===== src/hw/rtl/nkps_pkg.sv =====
// Shared types and constants of the nearest-k point selector.
// Depends on nothing; every other file of the block imports it.
package nkps_pkg;

  localparam int COORD_W      = 16;
  localparam int ID_W         = 16;
  localparam int MAG_W        = 16;
  localparam int SQ_W         = 32;
  localparam int DIST_W       = 34;
  localparam int SLOT_W       = 3;
  localparam int SLOT_MAX     = 8;
  localparam int CFG_IDX_W    = 2;
  localparam int KEEP_DEF     = 8;

  // Configuration register indexes; index 3 is not decoded
  typedef enum logic [CFG_IDX_W-1:0] {
    REG_REF_X = 2'd0,
    REG_REF_Y = 2'd1,
    REG_REF_Z = 2'd2
  } cfg_reg_t;

  typedef enum logic {
    ST_COLLECT,
    ST_DRAIN
  } state_t;

  typedef struct packed {
    logic signed [COORD_W-1:0] x;
    logic signed [COORD_W-1:0] y;
    logic signed [COORD_W-1:0] z;
  } ref_pt_t;

  // Candidate leaving the distance pipeline
  typedef struct packed {
    logic              vld;
    logic              fin;
    logic [DIST_W-1:0] sq_dist;
    logic [ID_W-1:0]   id;
  } cand_t;

  // One kept entry as held in a cell
  typedef struct packed {
    logic              vld;
    logic [DIST_W-1:0] sq_dist;
    logic [ID_W-1:0]   id;
  } entry_t;

  // Per-cycle command broadcast to every cell
  typedef struct packed {
    logic ins;
    logic drn;
  } cell_ctrl_t;

  localparam entry_t ENTRY_EMPTY = '{vld: 1'b0, sq_dist: '0, id: '0};

endpackage


===== src/hw/rtl/nkps_dist.sv =====
// Three-stage squared-distance pipeline: difference magnitudes, squares, sum.
// Depends on nkps_pkg.
module nkps_dist (
  input  logic                             clk,
  input  logic                             rst_n,
  input  logic                             acc,
  input  logic [nkps_pkg::ID_W-1:0]        point_id,
  input  logic signed [nkps_pkg::COORD_W-1:0] point_x,
  input  logic signed [nkps_pkg::COORD_W-1:0] point_y,
  input  logic signed [nkps_pkg::COORD_W-1:0] point_z,
  input  logic                             final_point,
  input  nkps_pkg::ref_pt_t                ref_pt,
  output nkps_pkg::cand_t                  cand,
  output logic                             fin_pending
);
  import nkps_pkg::*;

  logic                 s1_vld_r, s1_fin_r, s2_vld_r, s2_fin_r, s3_vld_r, s3_fin_r;
  logic [ID_W-1:0]      s1_id_r, s2_id_r, s3_id_r;
  logic [MAG_W-1:0]     s1_mx_r, s1_my_r, s1_mz_r;
  logic [SQ_W-1:0]      s2_qx_r, s2_qy_r, s2_qz_r;
  logic [DIST_W-1:0]    s3_dist_r;
  logic [MAG_W-1:0]     mx_nxt, my_nxt, mz_nxt;

  // Magnitude of a signed difference, at most 65535
  function automatic logic [MAG_W-1:0] abs_diff(input logic [COORD_W-1:0] a,
                                                input logic [COORD_W-1:0] b);
    logic [COORD_W:0] d;
    logic [COORD_W:0] n;
    d = {a[COORD_W-1], a} - {b[COORD_W-1], b};
    n = ~d + 1'b1;
    return d[COORD_W] ? n[MAG_W-1:0] : d[MAG_W-1:0];
  endfunction

  assign mx_nxt = abs_diff(point_x, ref_pt.x);
  assign my_nxt = abs_diff(point_y, ref_pt.y);
  assign mz_nxt = abs_diff(point_z, ref_pt.z);

  // Advance the valid and final flags
  always_ff @(posedge clk) begin
    if (!rst_n) begin
      s1_vld_r <= 1'b0;
      s2_vld_r <= 1'b0;
      s3_vld_r <= 1'b0;
      s1_fin_r <= 1'b0;
      s2_fin_r <= 1'b0;
      s3_fin_r <= 1'b0;
    end else begin
      s1_vld_r <= acc;
      s2_vld_r <= s1_vld_r;
      s3_vld_r <= s2_vld_r;
      s1_fin_r <= acc & final_point;
      s2_fin_r <= s1_fin_r;
      s3_fin_r <= s2_fin_r;
    end
  end

  // Carry the payload: magnitudes, then squares, then the sum
  always_ff @(posedge clk) begin
    s1_id_r   <= point_id;
    s1_mx_r   <= mx_nxt;
    s1_my_r   <= my_nxt;
    s1_mz_r   <= mz_nxt;
    s2_id_r   <= s1_id_r;
    s2_qx_r   <= SQ_W'(s1_mx_r) * SQ_W'(s1_mx_r);
    s2_qy_r   <= SQ_W'(s1_my_r) * SQ_W'(s1_my_r);
    s2_qz_r   <= SQ_W'(s1_mz_r) * SQ_W'(s1_mz_r);
    s3_id_r   <= s2_id_r;
    s3_dist_r <= DIST_W'(s2_qx_r) + DIST_W'(s2_qy_r) + DIST_W'(s2_qz_r);
  end

  assign cand.vld     = s3_vld_r;
  assign cand.fin     = s3_fin_r;
  assign cand.sq_dist = s3_dist_r;
  assign cand.id      = s3_id_r;
  assign fin_pending  = s1_fin_r | s2_fin_r | s3_fin_r;

endmodule


===== src/hw/rtl/nkps_cell.sv =====
// One cell of the sorted insertion chain: holds a single kept entry.
// Depends on nkps_pkg.
module nkps_cell (
  input  logic                       clk,
  input  logic                       rst_n,
  input  nkps_pkg::cell_ctrl_t       ctrl,
  input  logic [nkps_pkg::DIST_W-1:0] cand_dist,
  input  logic [nkps_pkg::ID_W-1:0]  cand_id,
  input  nkps_pkg::entry_t           prev_ent,
  input  logic                       prev_keep,
  input  nkps_pkg::entry_t           next_ent,
  output nkps_pkg::entry_t           ent,
  output logic                       keep
);
  import nkps_pkg::*;

  logic              vld_r, vld_nxt;
  logic [DIST_W-1:0] dist_r, dist_nxt;
  logic [ID_W-1:0]   id_r, id_nxt;

  // Hold when the candidate ranks at or after this entry (ties go behind)
  assign keep = vld_r && (cand_dist >= dist_r);

  always_comb begin
    vld_nxt  = vld_r;
    dist_nxt = dist_r;
    id_nxt   = id_r;
    priority if (ctrl.drn) begin
      // shift towards the head for readout
      vld_nxt  = next_ent.vld;
      dist_nxt = next_ent.sq_dist;
      id_nxt   = next_ent.id;
    end else if (ctrl.ins && !keep) begin
      if (prev_keep) begin
        vld_nxt  = 1'b1;
        dist_nxt = cand_dist;
        id_nxt   = cand_id;
      end else begin
        vld_nxt  = prev_ent.vld;
        dist_nxt = prev_ent.sq_dist;
        id_nxt   = prev_ent.id;
      end
    end
  end

  always_ff @(posedge clk) begin
    if (!rst_n) begin
      vld_r <= 1'b0;
    end else begin
      vld_r <= vld_nxt;
    end
  end

  always_ff @(posedge clk) begin
    dist_r <= dist_nxt;
    id_r   <= id_nxt;
  end

  assign ent.vld     = vld_r;
  assign ent.sq_dist = dist_r;
  assign ent.id      = id_r;

endmodule


===== src/hw/rtl/nearest_k_point_selector.sv =====
// Top level of the nearest-k point selector: config registers, distance
// pipeline, insertion chain of cells and readout sequencer.
// Depends on nkps_pkg, nkps_dist and nkps_cell.
//
// Usage: write ref_x/ref_y/ref_z through cfg_we/cfg_index/cfg_wdata while
// idle. Present a candidate point on the in_ ports with start high; it is
// taken at a clock edge where busy is low. Candidates without in_final_point
// stream at one per cycle while busy is low and produce nothing. A candidate
// with in_final_point is inserted like the others, then the list is read out
// as DEPTH = min(KEEP_COUNT, 8) slots on consecutive cycles, nearest first,
// each marked by out_strobe for one cycle; out_last_slot flags the final
// slot and unused slots carry zero with out_slot_valid low. The first slot
// appears once the final candidate has passed the 3-stage distance pipeline
// and the insertion step; busy stays high from the edge after it is taken
// until the last slot has gone. Readout empties the list. The receiver cannot
// stall. Reset clears the list, the reference point and the pipeline.
module nearest_k_point_selector #(
  parameter int KEEP_COUNT = nkps_pkg::KEEP_DEF
) (
  input  logic                                clk,
  input  logic                                rst_n,
  input  logic                                start,
  output logic                                busy,
  input  logic [nkps_pkg::ID_W-1:0]           in_point_id,
  input  logic signed [nkps_pkg::COORD_W-1:0] in_point_x,
  input  logic signed [nkps_pkg::COORD_W-1:0] in_point_y,
  input  logic signed [nkps_pkg::COORD_W-1:0] in_point_z,
  input  logic                                in_final_point,
  output logic                                out_strobe,
  output logic [nkps_pkg::SLOT_W-1:0]         out_slot_index,
  output logic                                out_slot_valid,
  output logic [nkps_pkg::ID_W-1:0]           out_selected_id,
  output logic [nkps_pkg::DIST_W-1:0]         out_selected_distance,
  output logic                                out_last_slot,
  input  logic                                cfg_we,
  input  logic [nkps_pkg::CFG_IDX_W-1:0]      cfg_index,
  input  logic [nkps_pkg::COORD_W-1:0]        cfg_wdata
);
  import nkps_pkg::*;

  localparam int DEPTH = (KEEP_COUNT > SLOT_MAX) ? SLOT_MAX : KEEP_COUNT;
  localparam logic [SLOT_W-1:0] LAST_IDX = SLOT_W'(DEPTH - 1);

  ref_pt_t           ref_r;
  cand_t             cand;
  logic              fin_pending;
  logic              acc;
  state_t            state_r, state_nxt;
  logic [SLOT_W-1:0] cnt_r, cnt_nxt;
  cell_ctrl_t        ctrl;
  entry_t            ent  [DEPTH];
  logic              keep [DEPTH];
  logic [DEPTH-1:0]  vld_vec;

  assign acc = start & ~busy;

  // Decode configuration writes; unknown indexes are dropped
  always_ff @(posedge clk) begin
    if (!rst_n) begin
      ref_r <= '0;
    end else if (cfg_we) begin
      unique case (cfg_reg_t'(cfg_index))
        REG_REF_X: ref_r.x <= cfg_wdata;
        REG_REF_Y: ref_r.y <= cfg_wdata;
        REG_REF_Z: ref_r.z <= cfg_wdata;
        default: ;
      endcase
    end
  end

  nkps_dist u_dist (
    .clk         (clk),
    .rst_n       (rst_n),
    .acc         (acc),
    .point_id    (in_point_id),
    .point_x     (in_point_x),
    .point_y     (in_point_y),
    .point_z     (in_point_z),
    .final_point (in_final_point),
    .ref_pt      (ref_r),
    .cand        (cand),
    .fin_pending (fin_pending)
  );

  // Readout sequencer
  always_ff @(posedge clk) begin
    if (!rst_n) begin
      state_r <= ST_COLLECT;
      cnt_r   <= '0;
    end else begin
      state_r <= state_nxt;
      cnt_r   <= cnt_nxt;
    end
  end

  always_comb begin
    state_nxt = state_r;
    cnt_nxt   = cnt_r;
    ctrl.ins  = 1'b0;
    ctrl.drn  = 1'b0;
    unique case (state_r)
      ST_COLLECT: begin
        ctrl.ins = cand.vld;
        cnt_nxt  = '0;
        if (cand.vld && cand.fin) begin
          state_nxt = ST_DRAIN;
        end
      end
      ST_DRAIN: begin
        ctrl.drn = 1'b1;
        cnt_nxt  = cnt_r + 1'b1;
        if (cnt_r == LAST_IDX) begin
          state_nxt = ST_COLLECT;
          cnt_nxt   = '0;
        end
      end
      default: begin
        state_nxt = ST_COLLECT;
      end
    endcase
  end

  // Insertion chain: each cell sees its neighbours on both sides
  for (genvar i = 0; i < DEPTH; i++) begin : g_cell
    entry_t pe, ne;
    logic   pk;
    if (i == 0) begin : g_head
      assign pe = ENTRY_EMPTY;
      assign pk = 1'b1;
    end else begin : g_body
      assign pe = ent[i-1];
      assign pk = keep[i-1];
    end
    if (i == DEPTH - 1) begin : g_tail
      assign ne = ENTRY_EMPTY;
    end else begin : g_inner
      assign ne = ent[i+1];
    end
    nkps_cell u_cell (
      .clk       (clk),
      .rst_n     (rst_n),
      .ctrl      (ctrl),
      .cand_dist (cand.sq_dist),
      .cand_id   (cand.id),
      .prev_ent  (pe),
      .prev_keep (pk),
      .next_ent  (ne),
      .ent       (ent[i]),
      .keep      (keep[i])
    );
    assign vld_vec[i] = ent[i].vld;
  end

  // Present the head cell during readout
  assign busy                  = (state_r == ST_DRAIN) | fin_pending;
  assign out_strobe            = (state_r == ST_DRAIN);
  assign out_slot_index        = cnt_r;
  assign out_slot_valid        = ent[0].vld;
  assign out_selected_id       = ent[0].vld ? ent[0].id : '0;
  assign out_selected_distance = ent[0].vld ? ent[0].sq_dist : '0;
  assign out_last_slot         = out_strobe && (cnt_r == LAST_IDX);

`ifndef SYNTHESIS
  // Kept entries always fill the chain from the head
  a_prefix: assert property (@(posedge clk) disable iff (!rst_n)
    (vld_vec & (vld_vec + 1'b1)) == '0)
    else $error("kept entries not contiguous from head");

  // A final candidate produces slot 0 after the distance pipeline and the insertion step
  a_first_slot: assert property (@(posedge clk) disable iff (!rst_n)
    (start && !busy && in_final_point) |-> ##4 (out_strobe && out_slot_index == '0))
    else $error("readout did not start on time");

  // Slots run back to back with rising rank
  a_slot_seq: assert property (@(posedge clk) disable iff (!rst_n)
    (out_strobe && !out_last_slot) |=>
      (out_strobe && out_slot_index == $past(out_slot_index) + 1'b1))
    else $error("readout slot sequence broken");

  // The list is empty once readout ends
  a_cleared: assert property (@(posedge clk) disable iff (!rst_n)
    out_last_slot |=> (vld_vec == '0 && !out_strobe))
    else $error("list not cleared after readout");
`endif

endmodule

===== config.mk =====
export PLATFORM = sky130hd
export DESIGN_NAME = nearest_k_point_selector
export DESIGN_NICKNAME = d
export VERILOG_FILES = /design/src/hw/rtl/nkps_pkg.sv /design/src/hw/rtl/nkps_dist.sv /design/src/hw/rtl/nkps_cell.sv /design/src/hw/rtl/nearest_k_point_selector.sv
export SDC_FILE = /design/constraint.sdc
export NUM_CORES = 2
export LEC_CHECK = 0
export BUFFER_PORTS_ARGS = -buffer_cell sky130_fd_sc_hd__buf_2
export CAP_MARGIN = 20
export CELL_PAD_IN_SITES_DETAIL_PLACEMENT = 0
export CELL_PAD_IN_SITES_GLOBAL_PLACEMENT = 1
export CORE_ASPECT_RATIO = 1.75
export CORE_MARGIN = 1.5
export CORE_UTILIZATION = 28
export CTS_BUF_LIST = sky130_fd_sc_hd__clkbuf_4
export CTS_CLUSTER_DIAMETER = 40
export DETAILED_ROUTE_END_ITERATION = 8
export PLACE_DENSITY = 0.63
export REMOVE_ABC_BUFFERS = 1
export SYNTH_ARGS = -nofsm -noshare
export SYNTH_HDL_FRONTEND = slang
export SYNTH_SLANG_ARGS = --single-unit

===== constraint.sdc =====
create_clock -name clk -period 6.9 [get_ports clk]
set_input_delay 2.07 -clock clk [delete_from_list [all_inputs] [get_ports clk]]
set_output_delay 2.07 -clock clk [all_outputs]
set_load 0.1 [all_outputs]

# --- After elaboration in Yosys (flattened, before gate mapping) ---
# Cells that the tools add are included.
totals:
  register_bits: 692
  latch_bits: 0
  ramBits: 0
  rom_bits: 0
  out_inout_bits: 57
  elab_cells: 192
  n_memories: 0
classes:
  n_addsub: 9
  n_mul: 3
  div: 0
  order_cmp: 8
  n_eq_ne: 3
  shift: 0
  muxes: 75
  bitwise_logic: 11
  n_reduce_logical: 38
ops:
  columns: ["cell", "count"]
  rows:
  - ["$mux 34", 22]
  - ["$mux 16", 25]
  - ["$ge 34x34->1", 8]
  - ["$mul 16x16->32", 3]
  - ["$sub 16x16->17", 3]
  - ["$add 16x1->16 const B", 3]
  - ["$not 16->16", 3]
  - ["$add 34x32->34", 1]
  - ["$add 32x32->33", 1]
  - ["$mux 1", 25]
  - ["$logic_and 1x1->1", 18]
  - ["$reduce_bool 2->1", 7]
  - ["$logic_not 1->1", 8]
  - ["$pmux 3 s2", 1]
  - ["$reduce_and 2->1", 3]
  - ["$add 3x1->3 const B", 1]
  - ["$eq 3x3->1 const B", 1]
  - ["$mux 3", 1]
  - ["$not 1->1", 3]
  - ["$or 1x1->1", 3]
  - ["$and 1x1->1", 2]
  - ["$eq 2x1->1 const B", 1]
  - ["$eq 2x2->1 const B", 1]
  - ["$logic_not 2->1", 1]
  - ["2 further kinds", 2]

# --- Longest topological paths before layout ---
logic_depth:
  depth_word: 6
  mapped_depth: 26

# --- By module ---
# Synthesis repeated with hierarchy kept, for this count alone.
unflattened:
  hier_cells: 6478
  hier_area_um2: 61906.9
by_module_without_submodules:
  columns: ["mod", "instances", "cells_each", "area_per_inst_um2", "seq_area_each_um2"]
  rows:
  - ["nkps_dist", 1, 3459, 31695.4, 4584.4]
  - ["nkps_cell (g_cell[0].u_cell ...)", 7, 346, 3488.3, 1521.5]
  - ["nkps_cell (g_cell[3].u_cell)", 1, 346, 3475.8, 1521.5]
  - ["nearest_k_point_selector", 1, 251, 2317.2, 1041.0]

# --- Worst setup path after synthesis ---
# OpenSTA, ideal clock, no wires.
synth_path:
  kind: "register to register"
  from: "register u_dist.s3_dist_r[0]"
  to: "register g_cell[1].u_cell.dist_r[0], enable pin"
  setup_time_ps: 527
  arrival_ps: 6334
  required_ps: 6373
  slack_ps: 39
  stages_incl_launch_ff: 16
  path_buffers: 3
  period_less_slack_ps: 6861
  cell_sequence: "dfxtp_1 > clkbuf_1 > inv_1 > ha_1 > nand2b_1 > a21o_1 > a21o_1 > a21o_1 > a21oi_1 > o21ai_1 > a21oi_1 > or4_1 > clkbuf_1 > clkbuf_1 > a21oi_1 > o21ai_0"
synth_between:
  elab_chain_cells: 5
synth_lines:
  columns: ["element", "line_no", "rtl"]
  rows:
  - ["from (decl)", "nkps_dist.sv:22", "logic [DIST_W-1:0] s3_dist_r;"]
  - ["from (signal assigned)", "nkps_dist.sv:69", "s3_dist_r <= DIST_W'(s2_qx_r) + DIST_W'(s2_qy_r) + DIST_W'(s2_qz_r);"]
  - ["$ge 34x34->1", "nkps_cell.sv:22", "assign keep = vld_r && (cand_dist >= dist_r);"]
  - ["$logic_and 1x1->1", "nkps_cell.sv:22", null]
  - ["$logic_not 1->1", "nkps_cell.sv:33", "end else if (ctrl.ins && !keep) begin"]
  - ["$logic_and 1x1->1", "nkps_cell.sv:33", null]
  - ["$reduce_bool 2->1 (no source line)", null, null]
  - ["to (signal assigned)", "nkps_cell.sv:55", "dist_r <= dist_nxt;"]
  - ["to (decl)", "nkps_cell.sv:18", "logic [DIST_W-1:0] dist_r, dist_nxt;"]
# No other way between the ends.
# A chain may end at the register's enable or synchronous reset.

# --- Worst setup path in the final report ---
layout_path:
  from: "register u_dist.s1_mz_r[8]"
  to: "register u_dist.s2_qz_r[29]"
layout_between:
  elab_chain_cells: 1
layout_lines:
  columns: ["element", "line_no", "rtl"]
  rows:
  - ["from (decl)", "nkps_dist.sv:20", "logic [MAG_W-1:0] s1_mx_r, s1_my_r, s1_mz_r;"]
  - ["from (signal assigned)", "nkps_dist.sv:63", "s1_mz_r <= mz_nxt;"]
  - ["$mul 16x16->32", "nkps_dist.sv:67", "s2_qz_r <= SQ_W'(s1_mz_r) * SQ_W'(s1_mz_r);"]
  - ["to (signal assigned)", "nkps_dist.sv:67", null]
  - ["to (decl)", "nkps_dist.sv:21", "logic [SQ_W-1:0] s2_qx_r, s2_qy_r, s2_qz_r;"]
# No other way between the ends.

==> results.ini <==
[outcome]
status=complete, no violations

[route]
routedWlPerCell_um=20.6
num_vias=52000
vias_per_cell=4.94
routed_wl_um=217000
drtPass1Iterations=6
drtIter0Drc=3002
ant_nets=0
drcViolationCount=0

[synth]
ys_seq_area_share_pct=26.9
syn_area_per_cell_um2=8.93
syn_inst=7203
ys_ff_latch=689
synth_edf_count=350
synthTopCellsByArea=edfxtp_1 16%, fa_1 15%, ha_1 13%, dfxtp_1 11%, inv_1 6.6%
yosys_most_used_dff=edfxtp_1
postSynth.asyncResetShare_pct=0
syn-cell-area_um2=64300
synth_cell_types=77
synth_area_leader_cell=edfxtp_1
yosysTopAreaCellShare_pct=16.3
yosys_warnings=0

[sta]
clock.fmax_mhz=154
max_slew_margin_pct=21.6
fin_crit_sh_pct=94.1
min_period_ns=6.49
worst-slew-pin-transition_ns=1.17
hold_viol_final=0
tns_ns=0
fin_skew_ns=0.210
rsz0062_at_grt=false
hold_slack_ns=0.281
drv_slew=0
finalSetupViolCount=0

[grt]
grtUsageMet3_pct=2.17
antenna_found_initial=15
grt_util_met2_pct=36.3
overflow=0
grt.total_usage_pct=18.6
top_usage_layer=met2
grt_pass1_wl_um=330000
use_met1_pct=18.7
grt_max_degree=206
grt_pass1_vias=55400

[critical_path]
crit_top_cell=fa_1
crit_chain=inv_1, nor2_1, inv_1, fa_1, fa_1, inv_1, fa_1, fa_1, fa_1, inv_1, fa_1, inv_1, ha_1, a21o_1, a21o_1, a21oi_1, o21ai_0, a21oi_1, o21ai_1, o211a_1, o21a_1, nor2_1, xnor2_1
crit_type=flop to flop
crit_buf_inv=5
cp.required_ns=7.99
worst_path_max_delay_cell=dfxtp_1
crit_path_max_fanout=8
cp-end-kind=flop
critPathTopFamily=adder cells
arrival_ns=7.58
critPathLaunchType=flop
critical_path.max_stage_delay_ns=0.59

[floorplan]
io_pins=144
placementRows=232
die_area_um2=233000
initial_core_util_pct=28.2
fp.dieW_um=365
core_area_um2=228000
die_h_um=637

[clock_tree]
postCtsHoldBufs=0
postCtsSetupBuffers=0
cts.root.buffer_cell=clkbuf_4
cts_buffers=201
cts_num_sinks=689
cts.path.max_buffers=4
clk_latency_ns=1.25
tritoncts=done
htreeDepth=4
path_clk_slew_ns=0.08

[placement]
dp_cells=10100
place_congestion=0.887
dp_hpwl_um=162000
io_buffers=143

[hold_path]
hp-class=flop to flop

[cells_and_area]
final_nets=8586
mostFrequentLayoutCells=1129 x inv_1, 694 x ha_1, 588 x nand2_1
stdcell_count=10500
synthToLayoutAreaGrowth_pct=11.2
final_core_util_pct=31.3
final_common_cell=inv_1
layout-drive-gt1-share_pct=9.96

[flow_run]
drv_cap=0

-- final timing paths --
kind,start,to,slack [ns],cells past startpoint
worst max register to register,u_dist.s1_mz_r[8]$_DFF_P_,u_dist.s2_qz_r[29]$_DFF_P_,0.41,23
worst max-delay path,u_dist.s1_mz_r[8]$_DFF_P_,u_dist.s2_qz_r[29]$_DFF_P_,0.41,23
worst min-delay path,u_dist.s2_id_r[1]$_DFF_P_,u_dist.s3_id_r[1]$_DFF_P_,0.28,0
worst min register to register,u_dist.s2_id_r[1]$_DFF_P_,u_dist.s3_id_r[1]$_DFF_P_,0.28,0
-- per-layer routing --
layer	routed length, um	share of wire [%]	vias up
li1	-	-	24700
met4	13300	6.1	8
met3	8480	3.9	553
met1	76800	35	25400
met2	119000	55	1375
met5	51	0.023	-
-- synth_stat cells (all sizes together), types with 59 or more instances --
library cell,number
nor2,549
o21ai,336
and2,188
mux2i,170
ha,694
fa,492
nand2,597
or3,59
nor3,99
inv,1131
a21o,183
a211oi,221
dfxtp,339
xnor2,156
clkbuf,348
xor2,74
a21oi,468
edfxtp,350
-- per-stage QoR --
stage                     worst slack (ns)  cell area [um2]
after CTS                            0.250            71500
after global routing                0.0390            71500
final                                0.406            71500
after floorplan                     -15.73            62900
after global placement               0.320            68800
after detailed placement             0.166            68800
-- repair_timing --
action                                 4_1_cts  5_1_grt
gates resized for setup                      0        4
endpoints found under the hold margin        0        0
setup endpoints to repair                    0        6
-- worst register-to-register path: stages (launching register included) --
cell     delay (ns)
dfxtp_1        0.59
inv_1          0.22
nor2_1         0.35
inv_1          0.11
fa_1           0.40
fa_1           0.43
inv_1          0.08
fa_1           0.43
fa_1           0.50
fa_1           0.49
inv_1          0.05
fa_1           0.57
inv_1          0.07
ha_1           0.35
a21o_1         0.18
a21o_1         0.17
a21oi_1        0.20
o21ai_0        0.13
a21oi_1        0.28
o21ai_1        0.18
o211a_1        0.24
o21a_1         0.16
nor2_1         0.12
xnor2_1        0.14
-- flip-flops by register name, indices dropped and copies added, names as in the netlist, 8 cells and up --
| register | cells |
|---|---|
| u_dist.s1_my_r | 16 |
| g_cell.u_cell.vld_r | 8 |
| g_cell.u_cell.id_r | 128 |
| ref_r | 48 |
| u_dist.s1_mz_r | 16 |
| u_dist.s1_mx_r | 16 |
| u_dist.s2_id_r | 16 |
| u_dist.s3_id_r | 16 |
| u_dist.s3_dist_r | 34 |
| u_dist.s1_id_r | 16 |
| u_dist.s2_qy_r | 31 |
| u_dist.s2_qz_r | 31 |
| g_cell.u_cell.dist_r | 272 |
| u_dist.s2_qx_r | 31 |
-- cell type report --
type                            instances  area [um2]
Antenna cell                           11        27.5
Sequential cell                       689       17300
Clock buffer                          296        2220
Tap cell                             3042        3810
Clock inverter                         65         474
Fill cell                           24100      157000
Multi-Input combinational cell       5010       41600
Inverter                             1131        4250
Timing Repair Buffer                  280        1870
-- cells by family (layout without fill, tap and decap cells) --
logic type	after synthesis	count (layout)	synth area share, %
and+or+nand+nor	1754	1754	12.4
AOI/OAI and AO/OA	1613	1613	16.3
buffers and inverters	1504	1772	8.79
adders and majority gates	1186	1186	28.8
DFF	689	689	26.9
xor gates and xnor gates	230	230	3.13
muxes	227	227	3.64
other	0	11	0
Power is not shown: default switching activity piles up to over one toggle a cycle in this logic, so the estimate is an artifact.
